===== config.mk =====
export PLATFORM = sky130hd
export DESIGN_NAME = ral_ram
export DESIGN_NICKNAME = d
export VERILOG_FILES = /design/src/hw/rtl/ral_ram.sv
export SDC_FILE = /design/constraint.sdc
export NUM_CORES = 2
export LEC_CHECK = 0
export BUFFER_PORTS_ARGS = -buffer_cell sky130_fd_sc_hd__buf_2
export CAP_MARGIN = 20
export CORE_ASPECT_RATIO = 1.25
export CORE_MARGIN = 1.5
export CORE_UTILIZATION = 35
export CTS_CLUSTER_DIAMETER = 30
export DETAILED_ROUTE_END_ITERATION = 16
export PLACE_DENSITY = 0.48
export SYNTH_ARGS = -nofsm -noshare
export SYNTH_HDL_FRONTEND = slang
export SYNTH_SLANG_ARGS = --single-unit

===== constraint.sdc =====
create_clock -name clock -period 6.9 [get_ports clock]
set_input_delay 0.69 -clock clock [delete_from_list [all_inputs] [get_ports clock]]
set_output_delay 0.69 -clock clock [all_outputs]
set_load 0.05 [all_outputs]

===== src/hw/rtl/ral_ram.sv =====
// generic single-port-write, single-port-read ram with registered read
`timescale 1ns / 1ps
module ral_ram #(
   parameter int WIDTH = 8,
   parameter int DEPTH = 256,
   parameter int AW = (DEPTH > 1) ? $clog2(DEPTH) : 1
) (
   input  logic             clock,
   input  logic             we,
   input  logic [AW-1:0]    waddr,
   input  logic [WIDTH-1:0] wdata,
   input  logic             re,
   input  logic [AW-1:0]    raddr,
   output logic [WIDTH-1:0] rdata
);

   logic [WIDTH-1:0] mem_ff [DEPTH];
   logic [WIDTH-1:0] rdata_ff;

   always_ff @(posedge clock) begin
      if (we) begin
         mem_ff[waddr] <= wdata;
      end
      if (re) begin
         rdata_ff <= mem_ff[raddr];
      end
   end

   assign rdata = rdata_ff;

endmodule


==> reports/qor.yml <==
run_status:
  status: "finished with violations"
  violations: "slew limit"
critical_path:
  reg2reg_from: "mem_ff[43][5]$_DFFE_PP_"
  cp-endpoint: "rdata[5]$_DFFE_PP_"
  cp-startpoint: "raddr[3]"
  cp.arrival_ns: 4.27
  end_kind: "flip-flop"
  critPathLaunchType: "primary input"
  cp.required_ns: 7.45
  r2r_cells: 6
  r2r-end: "rdata[5]$_DFFE_PP_"
  worstPathMaxFanout: 46
  crit_type: "in -> reg"
  r2r_slack_ns: 3.92
floorplan:
  die_h_um: 536
  dieArea_mm2: 0.230
  coreArea_mm2: 0.226
  start_util_pct: 35.2
  std_cell_rows: 195
  ios: 35
  die_w_um: 430
detailed_routing:
  routedWlPerCell_um: 30.2
  first_iter_violations: 3691
  drcViolationCount: 0
  antenna_left: 0
  first_pass_iters: 5
  wl_um: 221000
  routed-via-count: 39400
  vias_per_cell: 5.37
layout:
  num-fill-cells: 19600
  layout_common_cells: "2,056 x edfxtp_1, 454 x mux4_2, 405 x clkbuf_16"
  final_core_util_pct: 42.8
  seq_area_mm2: 0.0617
  drive_gt1_share_pct: 28.7
  synthToLayoutAreaGrowth_pct: 21.5
  final_common_cell: "edfxtp_1"
  final_nets: 4063
  multi_input_area_mm2: 0.0165
power:
  powerDensity_mw_per_mm2: 356
  leakagePower_nw: 30.5
  vdd_ir_drop_max_mv: 0.210
cts:
  clk_latency_ns: 0.87
  cts_resized: 0
  clockRootBuffer: "clkbuf_16"
  htreeDepth: 5
  cts-hold-fix-buffers: 0
  clkTransAtPathRegs_ns: 0.05
  numCtsBuffers: 395
  cts_tree: "done"
  post_cts_buffers: 0
  clock-sinks: 2056
  cts_buffer_depth: 4
synthesis:
  synth_xor_xnor_area_share_pct: 0
  yosys_warnings: 0
  synthAdderAreaFrac_pct: 0
  yosys-top-cells-area: "edfxtp_1 78%, mux4_2 13%, mux2i_1 1.7%, nor2_1 1.3%, a22oi_1 1.3%"
  synth_cell_types: 54
  ys.flop_type: "edfxtp_1"
  synth.avg_cell_area_um2: 21.3
  syn-num-nets: 3760
  synth_compound_area_share_pct: 3.42
  synthMuxAreaShare_pct: 14.6
  async_flop_share_pct: 0
  synth-seq-area-share_pct: 77.5
  ys_seq_elements: 2056
  netlist_area_mm2: 0.0796
  netlist.area_leader.share_pct: 77.5
  synth_top_family_by_area: "multiplexers"
  netlist_instances: 3733
  synth_area_leader_cell: "edfxtp_1"
  synth_edf_count: 2056
  synthSimpleGateAreaFrac_pct: 2.63
sta:
  slew-limit-headroom_pct: -1.34
  worst_pin_slew_ns: 1.52
  finalSetupTns_ns: 0
  finalHoldViolCount: 0
  rsz0062_at_grt: "false"
  fin_crit_ns: 3.72
  setup_viol: 0
  finalCritPeriodShare_pct: 53.9
  maxSlewViolCount: 32
  timing.fmax_ghz: 0.269
  clock_skew_ns: 0.0552
grt:
  antenna_found_initial: 14
  gr-usage-all-layers_pct: 19.1
  overflow: 0
  grt_max_degree: 195
  grt_pass1_wl_um: 314000
  grt_pass1_vias: 41600
placed_design:
  portBuffers: 34
  place_hpwl_um: 132000
  gp_congestion: 0.800
run:
  maxCapViolCount: 0
hold_path:
  hold_class: "in -> reg"
[routing by layer]
layer,share of wire (%),up-vias,GRT usage (%)
met5,0.0059,-,0
met4,2.6,2,5.70
met3,5.2,332,2.96
met2,51,1192,32.6
met1,41,21400,25.1
li1,-,16500,-
[registers in the layout (all words and copies together), names as in the netlist]
name / count
mem_ff: 2048
rdata: 8
[cell type report]
cell class                 instances  share of cell area, %
inverter                           2                0.00776
multi-input combinational       1442                   17.1
sequential                      2056                   63.8
tap                             2955                   3.82
antenna                           11                 0.0285
clock buffer                     445                   10.6
timing repair buffer             139                   1.26
clock inverter                   278                   3.33
[synth_stat cells, types with 27 or more instances]
cell      number
o221ai_1      46
a21oi_1       96
nand3_1       34
buf_2         31
nand2_1       33
a22oi_1      133
nor2_1       282
nor2b_1       31
edfxtp_1    2056
mux4_2       454
buf_4         27
clkbuf_1     111
o22ai_1       28
mux2i_1      134
[power by group]
group,total (mW),switching [mW],internal [mW]
combinational,1.28,0.866,0.411
sequential,13.8,0.0214,13.8
clock,19.3,6.52,12.8
[cell families after synthesis]
family	count (synthesis)
multiplexers	591
buffers and inverters	235
AO/OA/AOI/OAI	385
flip-flops	2056
AND/OR/NAND/NOR	466
[metrics by stage]
stage                     hold WS, ns  setup slack [ns]  std cells  area [um2]  power [mW]
after detailed placement         1.16              2.26       6592       83200        15.4
final                           0.290              3.18       7328       96700        34.4
after CTS                       0.249              3.16       7315       96700        34.7
after floorplan                 0.789              4.13       3733       79600        14.7
after global routing            0.256              3.09       7321       96700        35.4
after global placement           1.16              1.70       6583       83100        15.4
[worst min-delay path by stage]
| stage | cells after the start | end | slack, ns | from |
|---|---|---|---|---|
| floorplan | 0 | mem_ff[0][0]$_DFFE_PP_ | 0.79 | wdata[0] |
| global placement | 6 | rdata[6]$_DFFE_PP_ | 1.16 | mem_ff[20][6]$_DFFE_PP_ |
| detailed placement | 6 | rdata[6]$_DFFE_PP_ | 1.16 | mem_ff[20][6]$_DFFE_PP_ |
| CTS | 1 | rdata[6]$_DFFE_PP_ | 0.25 | re |
| global route | 1 | rdata[6]$_DFFE_PP_ | 0.26 | re |
| finish | 1 | mem_ff[201][2]$_DFFE_PP_ | 0.29 | wdata[2] |
[worst max-delay path, cell delays in order]
cell and delay [ns]:
buf_4 0.63, nor2b_1 0.81, a211oi_1 0.24, a311oi_1 0.54, o221ai_1 0.37, a211oi_2 0.78, nor4_1 0.10
Power figures use the tool's default switching activity.
